## config.mk

```make
export PLATFORM = sky130hd
export DESIGN_NAME = voxel_neighbour_enumerator_top_flat
export DESIGN_NICKNAME = d
export VERILOG_FILES = /design/src/sv/vne_pkg.sv /design/src/sv/vne_if.sv /design/src/sv/vne_csr.sv /design/src/sv/vne_datapath.sv /design/src/sv/vne_ctrl.sv /design/src/sv/voxel_neighbour_enumerator_top.sv /design/src/flat_wrapper.sv
export SDC_FILE = /design/constraint.sdc
export NUM_CORES = 1
export LEC_CHECK = 0
export BUFFER_PORTS_ARGS = -buffer_cell sky130_fd_sc_hd__buf_4
export CORE_UTILIZATION = 55
export DETAILED_ROUTE_END_ITERATION = 16
export GPL_TIMING_DRIVEN = 0
export PLACE_DENSITY_LB_ADDON = 0.15
export SYNTH_ARGS = -nofsm -noshare
export SYNTH_HDL_FRONTEND = slang
export SYNTH_HIERARCHICAL = 1
export SYNTH_SLANG_ARGS = --single-unit
```

## constraint.sdc

```tcl
create_clock -name clock -period 18 [get_ports clock]
set_clock_uncertainty 0.2 [all_clocks]
set_input_delay 1.8 -clock clock [delete_from_list [all_inputs] [get_ports clock]]
set_output_delay 1.8 -clock clock [all_outputs]
set_load 0.03 [all_outputs]
```

## src/sv/vne_pkg.sv

```systemverilog
// Package for the voxel neighbour enumerator: shared codes, command/status types
// and the constant slot tables. No dependencies.
`default_nettype none

package vne_pkg;

   // Offset of a neighbour along one axis, relative to the centre voxel.
   typedef logic [1:0] delta_type;
   localparam delta_type D_ZERO  = 2'd0;
   localparam delta_type D_MINUS = 2'd1;
   localparam delta_type D_PLUS  = 2'd2;

   // Slot layout: three slices of nine voxels each.
   localparam int NUM_SLOTS   = 27;
   localparam int SLICE_SLOTS = 9;

   // Setup sequence on the shared multiplier.
   localparam int SETUP_STEPS = 7;
   localparam int STEP_BITS   = $clog2(SETUP_STEPS);

   // Product kinds computed during setup.
   typedef logic [1:0] mul_kind_type;
   localparam mul_kind_type MUL_SXY = 2'd0;
   localparam mul_kind_type MUL_YT  = 2'd1;
   localparam mul_kind_type MUL_ZT  = 2'd2;

   // Configuration register map.
   localparam int CSR_ADDR_W = 4;
   typedef logic [CSR_ADDR_W-3:0] reg_idx_type;
   localparam reg_idx_type REG_SIZE_X = 2'd0;
   localparam reg_idx_type REG_SIZE_Y = 2'd1;
   localparam reg_idx_type REG_SIZE_Z = 2'd2;

   localparam int SIZE_X_RESET = 1024;
   localparam int SIZE_Y_RESET = 1024;
   localparam int SIZE_Z_RESET = 1;

   // Commands from the controller to the datapath.
   typedef struct packed {
      logic         capture;
      logic         mul_en;
      mul_kind_type mul_kind;
      delta_type    mul_sel;
      logic         load_out;
      delta_type    dx;
      delta_type    dy;
      delta_type    dz;
      logic         last;
   } dp_cmd_type;

   // Neighbour existence flags reported by the datapath.
   typedef struct packed {
      logic lo_x;
      logic hi_x;
      logic lo_y;
      logic hi_y;
      logic lo_z;
      logic hi_z;
   } dp_stat_type;

   // X offset of a slot: centre, left (three), top, bottom, right (three).
   function automatic delta_type slot_dx(input int k);
      case (k % SLICE_SLOTS)
         0, 4, 5: slot_dx = D_ZERO;
         1, 2, 3: slot_dx = D_MINUS;
         default: slot_dx = D_PLUS;
      endcase
   endfunction

   // Y offset of a slot within its slice.
   function automatic delta_type slot_dy(input int k);
      case (k % SLICE_SLOTS)
         0, 1, 6: slot_dy = D_ZERO;
         2, 4, 7: slot_dy = D_MINUS;
         default: slot_dy = D_PLUS;
      endcase
   endfunction

   // Z offset of a slot: centre slice, then front, then back.
   function automatic delta_type slot_dz(input int k);
      case (k / SLICE_SLOTS)
         0:       slot_dz = D_ZERO;
         1:       slot_dz = D_MINUS;
         default: slot_dz = D_PLUS;
      endcase
   endfunction

   // True when an offset along one axis leads to an existing voxel.
   function automatic logic delta_ok(input delta_type d, input logic lo, input logic hi);
      case (d)
         D_ZERO:  delta_ok = 1'b1;
         D_MINUS: delta_ok = lo;
         D_PLUS:  delta_ok = hi;
         default: delta_ok = 1'b0;
      endcase
   endfunction

endpackage

`default_nettype wire

```

## src/sv/vne_if.sv

```systemverilog
// Channel interfaces of the voxel neighbour enumerator: request (centre voxel)
// and response (one neighbour per transfer). No dependencies.
`default_nettype none

interface vne_req_if #(
   parameter int DIM_BITS = 10
);
   logic                valid;
   logic                ready;
   logic                mode;
   logic [DIM_BITS-1:0] coord_x;
   logic [DIM_BITS-1:0] coord_y;
   logic [DIM_BITS-1:0] coord_z;

   modport source (output valid, mode, coord_x, coord_y, coord_z, input ready);
   modport sink   (input valid, mode, coord_x, coord_y, coord_z, output ready);
endinterface

interface vne_rsp_if #(
   parameter int DIM_BITS = 10
);
   logic                  valid;
   logic                  ready;
   logic [DIM_BITS-1:0]   nbr_x;
   logic [DIM_BITS-1:0]   nbr_y;
   logic [DIM_BITS-1:0]   nbr_z;
   logic [3*DIM_BITS-1:0] nbr_linear;
   logic                  last;

   modport source (output valid, nbr_x, nbr_y, nbr_z, nbr_linear, last, input ready);
   modport sink   (input valid, nbr_x, nbr_y, nbr_z, nbr_linear, last, output ready);
endinterface

`default_nettype wire

```

## src/sv/vne_csr.sv

```systemverilog
// Volume size registers behind the APB-style configuration port.
// Depends on vne_pkg.
`default_nettype none

module vne_csr import vne_pkg::*; #(
   parameter int DIM_BITS = 10,
   localparam int SIZE_W  = DIM_BITS + 1
) (
   input  wire logic                  clock,
   input  wire logic                  reset,
   input  wire logic                  psel,
   input  wire logic                  penable,
   input  wire logic                  pwrite,
   input  wire logic [CSR_ADDR_W-1:0] paddr,
   input  wire logic [31:0]           pwdata,
   output logic      [31:0]           prdata,
   output logic                       pready,
   output logic      [SIZE_W-1:0]     size_x,
   output logic      [SIZE_W-1:0]     size_y,
   output logic      [SIZE_W-1:0]     size_z
);

   logic [SIZE_W-1:0] size_x_ff, size_x_in;
   logic [SIZE_W-1:0] size_y_ff, size_y_in;
   logic [SIZE_W-1:0] size_z_ff, size_z_in;
   reg_idx_type       reg_idx;
   logic              wr_en;

   assign reg_idx = paddr[CSR_ADDR_W-1:2];
   assign wr_en   = psel && penable && pwrite;
   assign pready  = 1'b1;

   // Register write decode; writes past the map are dropped.
   always_comb begin
      size_x_in = size_x_ff;
      size_y_in = size_y_ff;
      size_z_in = size_z_ff;
      if (wr_en) begin
         case (reg_idx)
            REG_SIZE_X: size_x_in = pwdata[SIZE_W-1:0];
            REG_SIZE_Y: size_y_in = pwdata[SIZE_W-1:0];
            REG_SIZE_Z: size_z_in = pwdata[SIZE_W-1:0];
            default: ;
         endcase
      end
   end

   // Read mux.
   always_comb begin
      case (reg_idx)
         REG_SIZE_X: prdata = 32'(size_x_ff);
         REG_SIZE_Y: prdata = 32'(size_y_ff);
         REG_SIZE_Z: prdata = 32'(size_z_ff);
         default:    prdata = '0;
      endcase
   end

   always_ff @(posedge clock) begin
      if (reset) begin
         size_x_ff <= SIZE_W'(SIZE_X_RESET);
         size_y_ff <= SIZE_W'(SIZE_Y_RESET);
         size_z_ff <= SIZE_W'(SIZE_Z_RESET);
      end else begin
         size_x_ff <= size_x_in;
         size_y_ff <= size_y_in;
         size_z_ff <= size_z_in;
      end
   end

   assign size_x = size_x_ff;
   assign size_y = size_y_ff;
   assign size_z = size_z_ff;

endmodule

`default_nettype wire

```

## src/sv/vne_datapath.sv

```systemverilog
// Datapath: centre voxel registers, shared multiplier for the linear-index
// terms, neighbour flags and the response register. Depends on vne_pkg.
`default_nettype none

module vne_datapath import vne_pkg::*; #(
   parameter int DIM_BITS = 10,
   localparam int SIZE_W  = DIM_BITS + 1,
   localparam int LIN_W   = 3 * DIM_BITS,
   localparam int SXY_W   = 2 * SIZE_W,
   localparam int PROD_W  = SXY_W + SIZE_W
) (
   input  wire logic                clock,
   input  wire dp_cmd_type          cmd,
   output dp_stat_type              stat,
   input  wire logic                req_mode,
   input  wire logic [DIM_BITS-1:0] req_coord_x,
   input  wire logic [DIM_BITS-1:0] req_coord_y,
   input  wire logic [DIM_BITS-1:0] req_coord_z,
   input  wire logic [SIZE_W-1:0]   size_x,
   input  wire logic [SIZE_W-1:0]   size_y,
   input  wire logic [SIZE_W-1:0]   size_z,
   output logic      [DIM_BITS-1:0] rsp_nbr_x,
   output logic      [DIM_BITS-1:0] rsp_nbr_y,
   output logic      [DIM_BITS-1:0] rsp_nbr_z,
   output logic      [LIN_W-1:0]    rsp_nbr_linear,
   output logic                     rsp_last
);

   logic                mode_ff, mode_in;
   logic [DIM_BITS-1:0] x_ff, x_in;
   logic [DIM_BITS-1:0] y_ff, y_in;
   logic [DIM_BITS-1:0] z_ff, z_in;
   logic [SXY_W-1:0]    sxy_ff, sxy_in;
   logic [LIN_W-1:0]    yterm_ff [3];
   logic [LIN_W-1:0]    yterm_in [3];
   logic [LIN_W-1:0]    zterm_ff [3];
   logic [LIN_W-1:0]    zterm_in [3];
   logic [DIM_BITS-1:0] nx_ff, nx_in;
   logic [DIM_BITS-1:0] ny_ff, ny_in;
   logic [DIM_BITS-1:0] nz_ff, nz_in;
   logic [LIN_W-1:0]    lin_ff, lin_in;
   logic                last_ff, last_in;

   logic [SXY_W-1:0]    mul_a;
   logic [SIZE_W-1:0]   mul_b;
   logic [PROD_W-1:0]   mul_p;
   logic [DIM_BITS-1:0] sel_x, sel_y, sel_z;
   logic [LIN_W-1:0]    sel_yt, sel_zt;

   // Coordinate of the centre moved by one offset, wrapped to the field width.
   function automatic logic [DIM_BITS-1:0] move(input delta_type d,
                                                input logic [DIM_BITS-1:0] c);
      case (d)
         D_MINUS: move = c - DIM_BITS'(1);
         D_PLUS:  move = c + DIM_BITS'(1);
         default: move = c;
      endcase
   endfunction

   // Existence of the lower and upper neighbours along each axis.
   always_comb begin
      stat.lo_x = (x_ff != '0);
      stat.hi_x = (({1'b0, x_ff} + SIZE_W'(1)) < size_x);
      stat.lo_y = (y_ff != '0);
      stat.hi_y = (({1'b0, y_ff} + SIZE_W'(1)) < size_y);
      stat.lo_z = mode_ff && (z_ff != '0);
      stat.hi_z = mode_ff && (({1'b0, z_ff} + SIZE_W'(1)) < size_z);
   end

   // Shared multiplier: size_x*size_y, then row terms, then slice terms.
   always_comb begin
      case (cmd.mul_kind)
         MUL_SXY: begin
            mul_a = SXY_W'(size_x);
            mul_b = size_y;
         end
         MUL_YT: begin
            mul_a = SXY_W'(move(cmd.mul_sel, y_ff));
            mul_b = size_x;
         end
         default: begin
            mul_a = sxy_ff;
            mul_b = SIZE_W'(move(cmd.mul_sel, z_ff));
         end
      endcase
      mul_p = PROD_W'(mul_a) * PROD_W'(mul_b);
   end

   // Per-slot selection of coordinates and precomputed terms.
   always_comb begin
      sel_x = move(cmd.dx, x_ff);
      sel_y = move(cmd.dy, y_ff);
      sel_z = move(cmd.dz, z_ff);
      case (cmd.dy)
         D_MINUS: sel_yt = yterm_ff[D_MINUS];
         D_PLUS:  sel_yt = yterm_ff[D_PLUS];
         default: sel_yt = yterm_ff[D_ZERO];
      endcase
      case (cmd.dz)
         D_MINUS: sel_zt = zterm_ff[D_MINUS];
         D_PLUS:  sel_zt = zterm_ff[D_PLUS];
         default: sel_zt = zterm_ff[D_ZERO];
      endcase
   end

   // Next-state logic of all datapath registers.
   always_comb begin
      mode_in = mode_ff;
      x_in    = x_ff;
      y_in    = y_ff;
      z_in    = z_ff;
      sxy_in  = sxy_ff;
      for (int i = 0; i < 3; i++) begin
         yterm_in[i] = yterm_ff[i];
         zterm_in[i] = zterm_ff[i];
      end
      nx_in   = nx_ff;
      ny_in   = ny_ff;
      nz_in   = nz_ff;
      lin_in  = lin_ff;
      last_in = last_ff;

      if (cmd.capture) begin
         mode_in = req_mode;
         x_in    = req_coord_x;
         y_in    = req_coord_y;
         z_in    = req_coord_z;
      end

      if (cmd.mul_en) begin
         if (cmd.mul_kind == MUL_SXY) begin
            sxy_in = mul_p[SXY_W-1:0];
         end
         for (int i = 0; i < 3; i++) begin
            if (cmd.mul_sel == delta_type'(i)) begin
               if (cmd.mul_kind == MUL_YT) begin
                  yterm_in[i] = mul_p[LIN_W-1:0];
               end
               if (cmd.mul_kind == MUL_ZT) begin
                  zterm_in[i] = mul_p[LIN_W-1:0];
               end
            end
         end
      end

      // Response register: index = slice term + row term + column.
      if (cmd.load_out) begin
         nx_in   = sel_x;
         ny_in   = sel_y;
         nz_in   = sel_z;
         lin_in  = sel_zt + sel_yt + LIN_W'(sel_x);
         last_in = cmd.last;
      end
   end

   always_ff @(posedge clock) begin
      mode_ff <= mode_in;
      x_ff    <= x_in;
      y_ff    <= y_in;
      z_ff    <= z_in;
      sxy_ff  <= sxy_in;
      for (int i = 0; i < 3; i++) begin
         yterm_ff[i] <= yterm_in[i];
         zterm_ff[i] <= zterm_in[i];
      end
      nx_ff   <= nx_in;
      ny_ff   <= ny_in;
      nz_ff   <= nz_in;
      lin_ff  <= lin_in;
      last_ff <= last_in;
   end

   assign rsp_nbr_x      = nx_ff;
   assign rsp_nbr_y      = ny_ff;
   assign rsp_nbr_z      = nz_ff;
   assign rsp_nbr_linear = lin_ff;
   assign rsp_last       = last_ff;

endmodule

`default_nettype wire

```

## src/sv/vne_ctrl.sv

```systemverilog
// Controller: request acceptance, setup sequencing of the multiplier, the
// pending-slot mask and the response valid flag. Depends on vne_pkg.
`default_nettype none

module vne_ctrl import vne_pkg::*; (
   input  wire logic        clock,
   input  wire logic        reset,
   input  wire logic        req_valid,
   output logic             req_ready,
   output logic             rsp_valid,
   input  wire logic        rsp_ready,
   input  wire dp_stat_type stat,
   output dp_cmd_type       cmd
);

   localparam logic [1:0] ST_IDLE  = 2'd0;
   localparam logic [1:0] ST_SETUP = 2'd1;
   localparam logic [1:0] ST_EMIT  = 2'd2;

   logic [1:0]           state_ff, state_in;
   logic [STEP_BITS-1:0] step_ff, step_in;
   logic [NUM_SLOTS-1:0] mask_ff, mask_in;
   logic                 out_valid_ff, out_valid_in;

   logic [NUM_SLOTS-1:0] new_mask;
   logic [NUM_SLOTS-1:0] mask_rest;
   delta_type            pick_dx, pick_dy, pick_dz;
   logic                 pick_last;
   logic                 can_load;

   // A slot is pending when every axis offset leads to an existing voxel.
   always_comb begin
      for (int k = 0; k < NUM_SLOTS; k++) begin
         new_mask[k] = delta_ok(slot_dx(k), stat.lo_x, stat.hi_x) &&
                       delta_ok(slot_dy(k), stat.lo_y, stat.hi_y) &&
                       delta_ok(slot_dz(k), stat.lo_z, stat.hi_z);
      end
   end

   // Lowest pending slot goes out next; it is the last one when none remains.
   always_comb begin
      pick_dx = D_ZERO;
      pick_dy = D_ZERO;
      pick_dz = D_ZERO;
      for (int k = NUM_SLOTS - 1; k >= 0; k--) begin
         if (mask_ff[k]) begin
            pick_dx = slot_dx(k);
            pick_dy = slot_dy(k);
            pick_dz = slot_dz(k);
         end
      end
      mask_rest = mask_ff & (mask_ff - NUM_SLOTS'(1));
      pick_last = (mask_rest == '0);
   end

   assign can_load = !out_valid_ff || rsp_ready;

   // Main sequencer.
   always_comb begin
      state_in     = state_ff;
      step_in      = step_ff;
      mask_in      = mask_ff;
      out_valid_in = out_valid_ff && !rsp_ready;
      cmd          = '0;

      case (state_ff)
         ST_IDLE: begin
            if (req_valid) begin
               cmd.capture = 1'b1;
               step_in     = '0;
               state_in    = ST_SETUP;
            end
         end
         ST_SETUP: begin
            cmd.mul_en = 1'b1;
            case (step_ff)
               STEP_BITS'(0): begin cmd.mul_kind = MUL_SXY; cmd.mul_sel = D_ZERO;  end
               STEP_BITS'(1): begin cmd.mul_kind = MUL_YT;  cmd.mul_sel = D_ZERO;  end
               STEP_BITS'(2): begin cmd.mul_kind = MUL_YT;  cmd.mul_sel = D_MINUS; end
               STEP_BITS'(3): begin cmd.mul_kind = MUL_YT;  cmd.mul_sel = D_PLUS;  end
               STEP_BITS'(4): begin cmd.mul_kind = MUL_ZT;  cmd.mul_sel = D_ZERO;  end
               STEP_BITS'(5): begin cmd.mul_kind = MUL_ZT;  cmd.mul_sel = D_MINUS; end
               STEP_BITS'(6): begin cmd.mul_kind = MUL_ZT;  cmd.mul_sel = D_PLUS;  end
               default:       begin cmd.mul_kind = MUL_SXY; cmd.mul_sel = D_ZERO;  end
            endcase
            mask_in = new_mask;
            step_in = step_ff + STEP_BITS'(1);
            if (step_ff == STEP_BITS'(SETUP_STEPS - 1)) begin
               state_in = ST_EMIT;
            end
         end
         ST_EMIT: begin
            if (can_load) begin
               cmd.load_out = 1'b1;
               cmd.dx       = pick_dx;
               cmd.dy       = pick_dy;
               cmd.dz       = pick_dz;
               cmd.last     = pick_last;
               out_valid_in = 1'b1;
               mask_in      = mask_rest;
               if (pick_last) begin
                  state_in = ST_IDLE;
               end
            end
         end
         default: begin
            state_in = ST_IDLE;
         end
      endcase
   end

   always_ff @(posedge clock) begin
      if (reset) begin
         state_ff     <= ST_IDLE;
         step_ff      <= '0;
         mask_ff      <= '0;
         out_valid_ff <= 1'b0;
      end else begin
         state_ff     <= state_in;
         step_ff      <= step_in;
         mask_ff      <= mask_in;
         out_valid_ff <= out_valid_in;
      end
   end

   assign req_ready = (state_ff == ST_IDLE);
   assign rsp_valid = out_valid_ff;

endmodule

`default_nettype wire

```

## src/sv/voxel_neighbour_enumerator_top.sv

```systemverilog
// Top level of the voxel neighbour enumerator: configuration registers,
// controller and datapath. Depends on vne_pkg, vne_if, vne_csr, vne_ctrl, vne_datapath.
//
//   Port group  Direction  Carries
//   req_ch      in         centre voxel coordinates and neighbourhood mode
//   rsp_ch      out        one voxel per transfer: coordinates, linear index, last
//   p* (APB)    in/out     size_x, size_y, size_z at byte addresses 0, 4, 8
//
// In setup, after a request is accepted, one shared multiplier forms
// size_x*size_y and the row and slice terms of the linear index.
// After that, while the sink does not stall, one voxel per cycle goes to the
// response register, 1 to 27 of them in all.
// A new request is taken once the last voxel is in the response register,
// even while that voxel still waits for its transfer. Reset is synchronous.
`default_nettype none

module voxel_neighbour_enumerator_top import vne_pkg::*; #(
   parameter int DIM_BITS = 10
) (
   input  wire logic                  clock,
   input  wire logic                  reset,
   vne_req_if.sink                    req_ch,
   vne_rsp_if.source                  rsp_ch,
   input  wire logic                  psel,
   input  wire logic                  penable,
   input  wire logic                  pwrite,
   input  wire logic [CSR_ADDR_W-1:0] paddr,
   input  wire logic [31:0]           pwdata,
   output logic      [31:0]           prdata,
   output logic                       pready
);

   localparam int SIZE_W = DIM_BITS + 1;

   logic [SIZE_W-1:0] size_x;
   logic [SIZE_W-1:0] size_y;
   logic [SIZE_W-1:0] size_z;
   dp_cmd_type        cmd;
   dp_stat_type       stat;

   vne_csr #(
      .DIM_BITS (DIM_BITS)
   ) u_csr (
      .clock   (clock),
      .reset   (reset),
      .psel    (psel),
      .penable (penable),
      .pwrite  (pwrite),
      .paddr   (paddr),
      .pwdata  (pwdata),
      .prdata  (prdata),
      .pready  (pready),
      .size_x  (size_x),
      .size_y  (size_y),
      .size_z  (size_z)
   );

   vne_ctrl u_ctrl (
      .clock     (clock),
      .reset     (reset),
      .req_valid (req_ch.valid),
      .req_ready (req_ch.ready),
      .rsp_valid (rsp_ch.valid),
      .rsp_ready (rsp_ch.ready),
      .stat      (stat),
      .cmd       (cmd)
   );

   vne_datapath #(
      .DIM_BITS (DIM_BITS)
   ) u_datapath (
      .clock          (clock),
      .cmd            (cmd),
      .stat           (stat),
      .req_mode       (req_ch.mode),
      .req_coord_x    (req_ch.coord_x),
      .req_coord_y    (req_ch.coord_y),
      .req_coord_z    (req_ch.coord_z),
      .size_x         (size_x),
      .size_y         (size_y),
      .size_z         (size_z),
      .rsp_nbr_x      (rsp_ch.nbr_x),
      .rsp_nbr_y      (rsp_ch.nbr_y),
      .rsp_nbr_z      (rsp_ch.nbr_z),
      .rsp_nbr_linear (rsp_ch.nbr_linear),
      .rsp_last       (rsp_ch.last)
   );

endmodule

`default_nettype wire
```

## src/flat_wrapper.sv

```systemverilog
// flat-port wrapper written by rule: the top's interface ports become plain ports
module voxel_neighbour_enumerator_top_flat import vne_pkg::*;
#(
   parameter int DIM_BITS = 10
)
  (clock, reset, psel, penable, pwrite, paddr, pwdata, prdata, pready, req_ch_valid, req_ch_mode, req_ch_coord_x, req_ch_coord_y, req_ch_coord_z, req_ch_ready, rsp_ch_valid, rsp_ch_nbr_x, rsp_ch_nbr_y, rsp_ch_nbr_z, rsp_ch_nbr_linear, rsp_ch_last, rsp_ch_ready);
  vne_req_if #(.DIM_BITS(DIM_BITS)) req_ch_i ();
  vne_rsp_if #(.DIM_BITS(DIM_BITS)) rsp_ch_i ();
  input  wire logic clock;
  input  wire logic reset;
  input  wire logic psel;
  input  wire logic penable;
  input  wire logic pwrite;
  input  wire logic [CSR_ADDR_W-1:0] paddr;
  input  wire logic [31:0] pwdata;
  output logic      [31:0] prdata;
  output logic pready;
  input wire logic [$bits(req_ch_i.valid)-1:0] req_ch_valid;
  input wire logic [$bits(req_ch_i.mode)-1:0] req_ch_mode;
  input wire logic [$bits(req_ch_i.coord_x)-1:0] req_ch_coord_x;
  input wire logic [$bits(req_ch_i.coord_y)-1:0] req_ch_coord_y;
  input wire logic [$bits(req_ch_i.coord_z)-1:0] req_ch_coord_z;
  output wire logic [$bits(req_ch_i.ready)-1:0] req_ch_ready;
  output wire logic [$bits(rsp_ch_i.valid)-1:0] rsp_ch_valid;
  output wire logic [$bits(rsp_ch_i.nbr_x)-1:0] rsp_ch_nbr_x;
  output wire logic [$bits(rsp_ch_i.nbr_y)-1:0] rsp_ch_nbr_y;
  output wire logic [$bits(rsp_ch_i.nbr_z)-1:0] rsp_ch_nbr_z;
  output wire logic [$bits(rsp_ch_i.nbr_linear)-1:0] rsp_ch_nbr_linear;
  output wire logic [$bits(rsp_ch_i.last)-1:0] rsp_ch_last;
  input wire logic [$bits(rsp_ch_i.ready)-1:0] rsp_ch_ready;
  assign req_ch_i.valid = req_ch_valid;
  assign req_ch_i.mode = req_ch_mode;
  assign req_ch_i.coord_x = req_ch_coord_x;
  assign req_ch_i.coord_y = req_ch_coord_y;
  assign req_ch_i.coord_z = req_ch_coord_z;
  assign req_ch_ready = req_ch_i.ready;
  assign rsp_ch_valid = rsp_ch_i.valid;
  assign rsp_ch_nbr_x = rsp_ch_i.nbr_x;
  assign rsp_ch_nbr_y = rsp_ch_i.nbr_y;
  assign rsp_ch_nbr_z = rsp_ch_i.nbr_z;
  assign rsp_ch_nbr_linear = rsp_ch_i.nbr_linear;
  assign rsp_ch_last = rsp_ch_i.last;
  assign rsp_ch_i.ready = rsp_ch_ready;
  voxel_neighbour_enumerator_top #(.DIM_BITS(DIM_BITS)) u_core (.clock(clock), .reset(reset), .req_ch(req_ch_i), .rsp_ch(rsp_ch_i), .psel(psel), .penable(penable), .pwrite(pwrite), .paddr(paddr), .pwdata(pwdata), .prdata(prdata), .pready(pready));
endmodule
```

== After elaboration in Yosys (flattened, before gate mapping) ==
Memory sizes are Yosys's and may differ from the RTL's.
Index checks and enable logic that the tools add are counted.
Word-level totals
  bits in registers: 180
  memory bits (writable): 180
  input port bits: 74
  output and inout port bits: 96
  logic and storage cells: 265
  memories: 2
Cells by class
  add/sub/neg operators: 13
  multiply operators: 1
  magnitude comparators: 3
  eq/ne operators: 42
  mux-type cells: 130
  bitwise operators: 1
  reductions and logical operators: 56
Memory list
  u_core.u_datapath.yterm_ff: words 3, bits a word 30, read ports 3, clocked after Yosys merged registers in 0, wr ports 1, RTL line vne_datapath.sv:34  | logic [LIN_W-1:0] yterm_ff [3];
  u_core.u_datapath.zterm_ff: words 3, bits a word 30, read ports 3, clocked after Yosys merged registers in 0, wr ports 1, RTL line vne_datapath.sv:36  | logic [LIN_W-1:0] zterm_ff [3];
Operator list (count)
  30-bit 2-to-1 mux: 16
  90-bit 2-to-1 mux: 2
  2-bit 2-to-1 mux: 85
  30-bit case mux with 2 select lines: 2
  30-bit OR reduction: 4
  10-bit case mux with 2 select lines: 5
  27-bit case mux with 2 select lines: 1
  22-bit case mux with 2 select lines: 1
  10-bit by 1-bit adder with 11-bit output (second input constant): 3
  11-bit less-than comparator: 3
  11-bit case mux with 3 select lines: 1
  10-bit by 1-bit adder with 10-bit output (second input constant): 3
  30-bit by 10-bit adder with 30-bit output: 1
  30-bit adder: 1
  22-bit by 11-bit multiplier with 30-bit output: 1
  10-bit nonzero test: 3
  10-bit by 1-bit subtractor with 10-bit output (second input constant): 3
  27-bit bitwise AND: 1
  27-bit zero test: 1
  27-bit 2-to-1 mux: 1
  27-bit by 1-bit subtractor with 27-bit output (second input constant): 1
  1-bit logical AND: 25
  4-bit case mux with 6 select lines: 1
  11-bit case mux with 2 select lines: 1
  other kinds (22): 80

== Logic depth before layout (Yosys ltp) ==
Gate-level depths: netlist (run 1).
  depth in word-level cells: 33
  mapped depth: 36
  gate-level depth less buffers: 34

== Hierarchy ==
The synthesis (run 1) kept the hierarchy.
Modules (own cells, without submodules)
  vne_datapath: instances 1, cells an instance 2166, area an instance 22551.6 sq um, seq. area each 8828.5 sq um
  vne_ctrl: instances 1, cells an instance 332, area an instance 2374.8 sq um, seq. area each 660.6 sq um
  vne_csr: instances 1, cells an instance 187, area an instance 1737.9 sq um, seq. area each 660.6 sq um

== Worst setup path before layout (run 1) ==
OpenSTA, ideal clock, no wires.
  path kind: input port to flip-flop
  start: input rsp_ch_ready
  end: register u_core.u_datapath.lin_ff[27] (netlist: u_core/u_datapath/rsp_nbr_linear[27]) (data pin)
  setup time: 259 ps
  arrival: 8110 ps
  required time: 17541 ps
  slack: 9431 ps
  cell stages on the path: 26
  path buffers: 5
  cells stage by stage: nand2b_1 > nand2b_1 > clkbuf_1 > clkinv_1 > and3_1 > inv_1 > ha_1 > clkbuf_1 > clkbuf_1 > clkbuf_1 > a21oi_1 > fa_1 > inv_1 > ha_1 > inv_1 > fa_1 > nor2b_1 > o21ai_1 > a21boi_0 > o41a_1 > o21bai_1 > a311oi_1 > or2_2 > clkbuf_1 > nor2_1 > a211o_1
RTL lines
  from (decl): RTL line flat_wrapper.sv:30  | input wire logic [$bits(rsp_ch_i.ready)-1:0] rsp_ch_ready;
  to (signal assigned): RTL line vne_datapath.sv:169  | lin_ff <= lin_in;
  to (decl): RTL line vne_datapath.sv:41  | logic [LIN_W-1:0] lin_ff, lin_in;

==> results by stage, run 1 <==
Floorplanning:
- During I/O placement, the number of pins put on the boundary was 170.
- The area of the die is between 0.04 and 0.05 mm2.
- Once the floorplan was initialized, standard cells occupied 55.8% of the core.
- The horizontal extent of the die is ~220 um.
- The site row count is 80.
- The die is ~220 um tall.
- The area of the placeable core is about 0.048 mm2.

Critical path:
- The launch point of the worst path is u_core/u_ctrl/step_ff[0].
- STA classifies the critical path startpoint as a flip-flop.
- The critical path in this run is classified as reg2reg.
- The critical path required time is 18.08 ns.
- The launching point of the worst reg2reg path is u_core/u_ctrl/step_ff[0].
- The data arrival time of the critical path is ~11 ns.
- Along the worst path, the maximum fanout reaches 10.
- For this design, the slowest cell found on the critical path is sky130_fd_sc_hd__o21ai_0.
- The largest single stage delay on the critical path is ~0.75 ns.
- STA classifies the critical path endpoint as a flip-flop.

Synthesis:
- The post-synthesis cell type with the largest combined area is sky130_fd_sc_hd__edfxtp_1.
- The cell count after synthesis is roughly 2700.
- The cell with the most instances after synthesis is sky130_fd_sc_hd__inv_1.
- The commonest cells after synthesis are 299 x sky130_fd_sc_hd__inv_1, 294 x sky130_fd_sc_hd__edfxtp_1, 247 x sky130_fd_sc_hd__nand2_1.
- After synthesis the netlist holds a flip-flop and latch count of 360.
- The Yosys step of the flow raised 6 warnings.
- The dominant register cell in the synthesized netlist is sky130_fd_sc_hd__edfxtp_1.
- Yosys mapped a number of flops with a built-in enable equal to 294.
- The register area share after synthesis is 38.1%.
- The fraction of registers with async set/reset is 0%.
- By area the synthesized netlist is led by sky130_fd_sc_hd__edfxtp_1 33%, sky130_fd_sc_hd__fa_1 14%, sky130_fd_sc_hd__ha_1 7.6%, sky130_fd_sc_hd__dfxtp_1 5.0%, sky130_fd_sc_hd__inv_1 4.2%.
- The total standard cell area after synthesis is 0.0267 mm2.
- The netlist uses between 80 and 90 different library cells.
- The fraction of synthesized cell area taken by the top area cell type is between 30% and 40%.
- The average instance in the mapped netlist occupies 9.93 um2.

Cells and area:
- The fraction of layout cells with a size suffix above 1 is 9.51%.
- The post-route non-filler standard cell count is roughly 3500.
- The number of antenna repair diodes is 0.
- The area added between synthesis and finish is 12.4%.
- The final net count is roughly 3300.
- With fillers left out, the area of the finished cells amounts to approximately 0.03 mm2.

Clocking:
- In this run the post-CTS setup repair buffer count came out at 0.
- The clock passes through at most 3 buffers.
- Counting the buffers created by CTS gives 43.
- The clock input transition at the sequential cells of the worst setup and hold paths is about 0.060 ns.
- The insertion delay to the later sink of the worst-skew pair is 0.58 ns.
- TritonCTS built the clock tree.
- The library cell used as clock root buffer is sky130_fd_sc_hd__clkbuf_16.
- The number of hold buffers added after cts is 0.
- In this run the number of H-tree levels came out at 2.
- The number of clock sinks is 360.
- The post-cts gate resize count is 0.

Global route:
- The largest net degree at the start of global routing is between 50 and 60.
- The number of global-route vias before repair is 21200.
- The initial antenna violation count is 0.
- The wire length of the first global-routing pass is around 120000 um.
- Global routing used approximately a third of the available tracks across all layers.
- The overall overflow remaining after global route is 0.

Pwr:
- Dividing total power by cell area gives a power density of 67.9 mW/mm2.
- The leakage dissipation is ~0.012 uW.
- The highest ir drop seen on vdd is between 0.00009 and 0.0001 V.

Flow run:
- Max-cap violations in this run came to 0.

Place:
- The final weighted congestion of routability-driven global placement is 0.982.
- The number of input and output port buffers inserted is approximately 120.
- After detailed placement, the design holds a cell count of 3451.
- The worst slack at placement is about 7.7 ns.
- The half-perimeter wire length of the detailed placement result is a little over 60000 um.
- The area after detailed placement is 0.0285 mm2.

Timing:
- The slack of the critical path is 7.29 ns.
- The time the worst path needs with I/O delays and setup is approximately 11 ns.
- Setup repair after global routing left no endpoint under its margin.
- The summed negative setup slack over all endpoints is 0 ns.
- The total setup violations reported at the end of the flow is 0.
- In this run the tightest slew margin relative to its limit is approximately an eighth.
- The count of pins over their slew limit came to 0.
- The fraction of the cycle the final worst path needs is 59.5%.
- The highest achievable clock rate is approximately 0.093 GHz.
- The total count of hold-check failures in the final report is 0.
- For the pin with the worst max-slew slack, the measured transition is approximately 1.3 ns.
- Hold is met by ~0.30 ns.

Routing:
- After detailed routing, the number of vias per cell comes to roughly 6.
- For this run, the detailed router's first-pass iteration total came to 8.
- The DRC violation count after routing is 0.
- The total wire length after detailed routing is 80500 um.
- The count of vias placed by the detailed router is 21200.
- For this block, the initial DRC count from the detailed router was ~2100.
- After detailed routing, the average wire length per cell comes to ~23 um.
- In this run the remaining antenna-violating nets after routing total 0.

Min path:
- The path class of the tightest hold or removal check is reg2reg.
- The beginning of the worst hold path is u_core/u_csr/size_y[3].

Run status:
- The flow ran to the end, and the final reports show no timing, DRC or antenna violations.
[layout make-up]
type,count,area [um2]
Fill cell,4007,17800
Tap cell,615,769
Sequential cell,360,10100
Clock buffer,51,1130
Buffer,168,764
Clock inverter,27,324
Inverter,301,1130
Timing Repair Buffer,125,962
Multi-Input combinational cell,1882,14700
[per-stage QoR]
stage	total power, uW	util (%)
3_5_place_dp	1150	59.7
2_1_floorplan	1080	-
4_1_cts	2040	62.8
6_report	2040	62.8
3_3_place_gp	1150	59.6
5_1_grt	2100	62.8
[cell usage in the layout, fill, tap and decap left out, types with 46 or more instances in the layout]
cell and count:
sky130_fd_sc_hd__a21oi_1 119, sky130_fd_sc_hd__a22oi_1 80, sky130_fd_sc_hd__buf_4 148, sky130_fd_sc_hd__clkbuf_1 116, sky130_fd_sc_hd__dfxtp_1 66, sky130_fd_sc_hd__edfxtp_1 294
sky130_fd_sc_hd__fa_1 189, sky130_fd_sc_hd__ha_1 161, sky130_fd_sc_hd__inv_1 298, sky130_fd_sc_hd__mux2i_1 61, sky130_fd_sc_hd__nand2_1 247, sky130_fd_sc_hd__nand2b_1 72
sky130_fd_sc_hd__nand3_1 46, sky130_fd_sc_hd__nor2_1 243, sky130_fd_sc_hd__nor3_1 46, sky130_fd_sc_hd__o21ai_0 145, sky130_fd_sc_hd__xnor2_1 73
[cell families after synthesis]
logic type | share of synthesized area, %
AND/OR/NAND/NOR | 13.8
multiplexers | 2.59
other | 0.0563
XOR/XNOR | 3.05
adder cells (fa/ha/maj) | 21.8
buffers and inverters | 7.10
flip-flops | 38.1
AO/OA/AOI/OAI | 13.5
[state kept, by name, summed over array words and instances, names as in the netlist, 11 cells and up]
signal                            flops
u_core/u_ctrl/mask_ff                27
u_core/u_datapath/rsp_nbr_linear     30
u_core/u_csr/size_y                  11
u_core/u_datapath/sxy_ff             22
u_core/u_datapath/zterm_ff           90
u_core/u_datapath/yterm_ff           90
u_core/u_csr/size_z                  11
u_core/u_csr/size_x                  11
[path summary, 6_finish.rpt]
check                                                    endpoint  cells past startpoint  slack (ns)
worst min-delay path                       u_core/u_csr/size_y[3]                      2        0.30
worst min register to register             u_core/u_csr/size_y[3]                      2        0.30
worst max-delay path            u_core/u_datapath/yterm_ff[0][89]                     32        7.29
worst max register to register  u_core/u_datapath/yterm_ff[0][89]                     32        7.29
[worst max-delay path, delay by kind of cell, from the launching register on]
family / cells / cell delay [ns]
adders and majority gates: 8 / 3.40
DFF: 1 / 0.34
xor gates and xnor gates: 1 / 0.55
AOI/OAI and AO/OA: 11 / 3.22
and+or+nand+nor: 3 / 0.57
buffers and inverters: 9 / 2.13
[per-layer routing]
metal | track usage [%] | vias up | part of all wire (%)
li1 | - | 9610 | -
met1 | 42.9 | 10500 | 41
met2 | 54.7 | 956 | 47
met3 | 4.71 | 197 | 7.1
met4 | 14.7 | 0 | 4.8
met5 | 0 | - | 0
[power breakdown]
group	total (uW)	switching [uW]	internal, uW	leakage [uW]
Combinational	211	136	75.2	0.00807
Sequential	927	13.9	913	0.00335
Clock	897	360	538	0.000709
(Power assumes the default switching activity.)
==> run 2, diff against run 1 <==
Settings changed: ABC_AREA set to 1.
Clock period 18 ns to 9.5 ns, I/O delays scaled along.
==> results by stage, run 2 <==
Place:
- The half-perimeter wire length of the detailed placement result is 60300 um (-1.2%).
- The number of input and output port buffers inserted was 124 (+0.81%).
- The final weighted congestion of routability-driven global placement was 0.941 (-4.2%).
- The count of placed standard cells including taps is 3871 (+12%).

Cells and area:
- The fraction of layout cells with a size suffix above 1 is 10.6% (+1.1 points).
- Leaving out fill and tap cells, the most frequent cell in the layout is sky130_fd_sc_hd__nand2_1.
- The number of antenna repair diodes is 0 (unchanged).
- The top cell types in the final layout, fill and taps aside, are 583 x sky130_fd_sc_hd__nand2_1, 533 x sky130_fd_sc_hd__inv_1, 294 x sky130_fd_sc_hd__edfxtp_1, 269 x sky130_fd_sc_hd__nor2_1, 189 x sky130_fd_sc_hd__fa_1.
- The area added between synthesis and finish is 12.5%.
- The final net count is 3681 (+11%).
- The post-route non-filler standard cell count is 3943 (+12%).

Critical path:
- The biggest fanout along the worst timing path is 10 (unchanged).
- The largest incremental delay on the critical path is 0.62 ns (-0.13 ns).
- The critical path in this run is classified as reg2reg.
- The critical path required time is 9.59 ns (-8.49 ns).
- The category of the worst setup path launch point is a flip-flop.
- The kind of cell adding the most delay to the critical path is adder cells.
- The critical path's most frequent cell is sky130_fd_sc_hd__inv_1.
- The buffer and inverter count on the worst path is 9 (unchanged).
- The data arrival time of the critical path is 9.08 ns (-1.71 ns).
- The worst setup path is captured at a flip-flop.
- Among all stages on the critical path, the largest delay is contributed by sky130_fd_sc_hd__o22ai_1.

Timing:
- The total count of hold-check failures in the final report is 0 (unchanged).
- The total setup violations reported at the end of the flow is 0 (unchanged).
- The time the worst path needs with I/O delays and setup was 8.98 ns (-1.73 ns).
- The slew at the pin with the worst max-slew slack came to 1.34 ns (+0.0186 ns).
- Setup repair after global routing left no endpoint under its margin.
- The fraction of the cycle the final worst path needs is 94.6% (+35 points).
- The highest achievable clock rate is 0.111 GHz (+19%).
- The summed negative setup slack over all endpoints is 0 ns (unchanged).
- The worst relative slew slack was 10.5% (-1.7 points).
- The count of pins over their slew limit came to 0 (unchanged).

Clocking:
- The count of buffers added by post-CTS timing repair for setup came to 0 (unchanged).
- The insertion delay to the later sink of the worst-skew pair is 0.58 ns (about the same).
- The buffer depth of the longest clock path was 3 (unchanged).
- TritonCTS built the clock tree.
- The number of clock sinks is 360 (unchanged).
- The number of hold buffers added after cts was 0 (unchanged).
- The clock input transition at the sequential cells of the worst setup and hold paths is 0.06 ns (about the same).
- The library cell used as clock root buffer is sky130_fd_sc_hd__clkbuf_16.
- The post-cts gate resize count is 0 (unchanged).
- The H-tree depth is 2 (unchanged).
- The total CTS buffers came to 40 (-7.0%).

Pwr:
- The proportion of power drawn by the clock network came to 29.5% (-15 points).
- The cell internal power dissipation was 3370 uW (+120%).
- The switching power share of the total was 35.9% (+11 points).
- The fraction of power consumed by sequential logic came to 37.3% (-8.3 points).
- The combinational group share of total power is 33.2% (+23 points).
- The net switching power of the design is 1890 uW (+270%).
- The leakage dissipation was 0.0137 uW (+13%).
- The highest ir drop seen on vdd is 0.000116 V (+19%).
- The ratio of total power to cell area is 173 mW/mm2 (+150%).

Synthesis:
- The cell with the most instances after synthesis is sky130_fd_sc_hd__nand2_1.
- The average footprint of a synthesized cell is 8.86 um2 (-11%).
- The count of distinct cell types in the synthesized netlist was 59 (-31%).
- By count the netlist is led by 583 x sky130_fd_sc_hd__nand2_1, 534 x sky130_fd_sc_hd__inv_1, 294 x sky130_fd_sc_hd__edfxtp_1.
- The count of state elements after synthesis is 360 (unchanged).
- The number of warnings reported in the yosys synthesis log was 6 (unchanged).
- By area the synthesized netlist is led by sky130_fd_sc_hd__edfxtp_1 33%, sky130_fd_sc_hd__fa_1 14%, sky130_fd_sc_hd__nand2_1 8.1%, sky130_fd_sc_hd__ha_1 7.4%, sky130_fd_sc_hd__inv_1 7.4%.
- The dominant register cell in the synthesized netlist is sky130_fd_sc_hd__edfxtp_1.
- The basic-gate share of the synthesized area counting and, or, nand and nor cells is 17.2% (+3.3 points).
- The post-synthesis cell type with the largest combined area is sky130_fd_sc_hd__edfxtp_1.
- The fraction of synthesized cell area taken by the top area cell type is 32.6% (-0.48 points).
- The adder-cell share of the synthesized area is 21.4% (-0.35 points).
- The share of the synthesized area in compound gates (AO/OA/AOI/OAI) came to 10.9% (-2.7 points).
- The register area share after synthesis is 37.5% (-0.55 points).
- The fraction of registers with async set/reset is 0% (unchanged).
- The cell count after synthesis is 3054 (+14%).
- The largest family of logic cells by synthesized area is adder cells.
- The total standard cell area after synthesis is 0.0271 mm2 (+1.5%).
- The xor/xnor cell area share of the yosys netlist is 2.85% (-0.21 points).
- The mux contribution to synthesized area is 0% (-2.6 points).
- The number of synthesized flops with an enable pin is 294 (unchanged).

Floorplanning:
- The horizontal extent of the die was 224 um (+0.72%).
- The area of the die came to 0.0501 mm2 (+1.4%).
- The initial standard-cell utilization of the core is 56.2% (+0.34 points).
- The chip height is 224 um (+0.72%).
- The total I/O pin count is 170 (unchanged).
- The area of the placeable core came to 0.0481 mm2 (+0.84%).
- The site row count is 80 (unchanged).

Global route:
- The number of global-route vias before repair is 21800 (+2.7%).
- The overall overflow remaining after global route is 0 (unchanged).
- The largest net degree at the start of global routing is 39 (-25%).
- The initial antenna violation count is 1 (+1).
- The wire length of the first global-routing pass was 120000 um (-2.5%).
- The global-route usage over all layers was 31.2% (-1.8 points).

Min path:
- The path class of the tightest hold or removal check is reg2reg.

Routing:
- The count of TritonRoute iterations in the first routing pass came to 5 (-3).
- The antenna violation net count after detailed routing is 0 (unchanged).
- The average routed wire per standard cell is 19.5 um (-14%).
- The DRC violation count after routing is 0 (unchanged).
- The number of design-rule violations left by the first detailed-router iteration came to 2325 (+10%).
- The count of vias placed by the detailed router is 22100 (+4.2%).
- The total wire length after detailed routing is 77100 um (-4.3%).
- The detail-routed via count per cell was 5.61 (-6.7%).

Run status:
- The run finished with clean final reports.

Flow run:
- The number of max-capacitance violations reported is 0 (unchanged).
run 2: cell types whose count changed after synthesis, sizes merged, moves of 72 or more:
cell,before,now
nand2b,72,0
a22oi,80,0
nand2,247,591
inv,299,553
nand3,47,138
clkbuf,109,34
run 2: area by class of cell:
type / count / area [um2]
tap: 656 / 821
multi-input combinational: 2038 / 14300
sequential: 360 / 10100
timing repair buffer: 135 / 1120
fill: 4096 / 17700
inverter: 565 / 2120
clock buffer: 50 / 1050
clock inverter: 22 / 251
buffer: 117 / 619
run 2: final timing paths:
kind / start / depth (start not counted) / endpoint / slack (ns)
max reg2reg: u_core/u_ctrl/state_ff[0] / 30 / u_core/u_datapath/zterm_ff[0][26] / 0.52
max: u_core/u_ctrl/state_ff[0] / 30 / u_core/u_datapath/zterm_ff[0][26] / 0.52
min reg2reg: u_core/u_csr/size_z[7] / 2 / u_core/u_csr/size_z[7] / 0.31
min: u_core/u_csr/size_z[7] / 2 / u_core/u_csr/size_z[7] / 0.31
run 2: worst reg2reg max path: cells and delay by family, from the launching register on:
kind / cells / cell delay, ns
adder cells (fa/ha/maj): 6 / 2.99
XOR/XNOR: 1 / 0.44
buffers and inverters: 9 / 1.58
AND/OR/NAND/NOR: 10 / 1.84
AO/OA/AOI/OAI: 4 / 1.28
flip-flops: 1 / 0.39
run 2: layer usage:
layer	global-route usage, %	up-vias	routed length, um
met1	43.3	10700	33500
met2	51.2	940	36000
met3	3.55	128	5490
met5	0	-	0
li1	-	10300	-
met4	9.94	0	2140
run 2: per-stage QoR:
step / util, % / setup WS (ns) / total power [uW] / area [um2] / hold WS [ns]
after floorplan: - / 2.16 / 3200 / 27200 / 0.267
after global placement: 60.0 / 0.336 / 3680 / 28900 / 0.283
after detailed placement: 60.5 / 0.682 / 3720 / 29100 / 0.297
after CTS: 63.2 / 0.625 / 5270 / 30400 / 0.307
after global routing: 63.2 / 0.0405 / 5540 / 30400 / 0.327
final: 63.2 / 0.517 / 5260 / 30400 / 0.306
run 2: power by group through the flow:
stage | Sequential [uW] | Combinational (uW) | Clock [uW]
after detailed placement | 1990 | 1730 | 0
final | 1960 | 1750 | 1550
after CTS | 1960 | 1730 | 1580
after global routing | 1970 | 1930 | 1640
after floorplan | 2070 | 1140 | 0
after global placement | 1990 | 1690 | 0
run 2: cells by family after synthesis:
logic type      Yosys count
flops                   360
buf+inv                 682
simple gates           1103
fa+ha+maj               350
other cells               4
xor+xnor                 88
compound gates          467
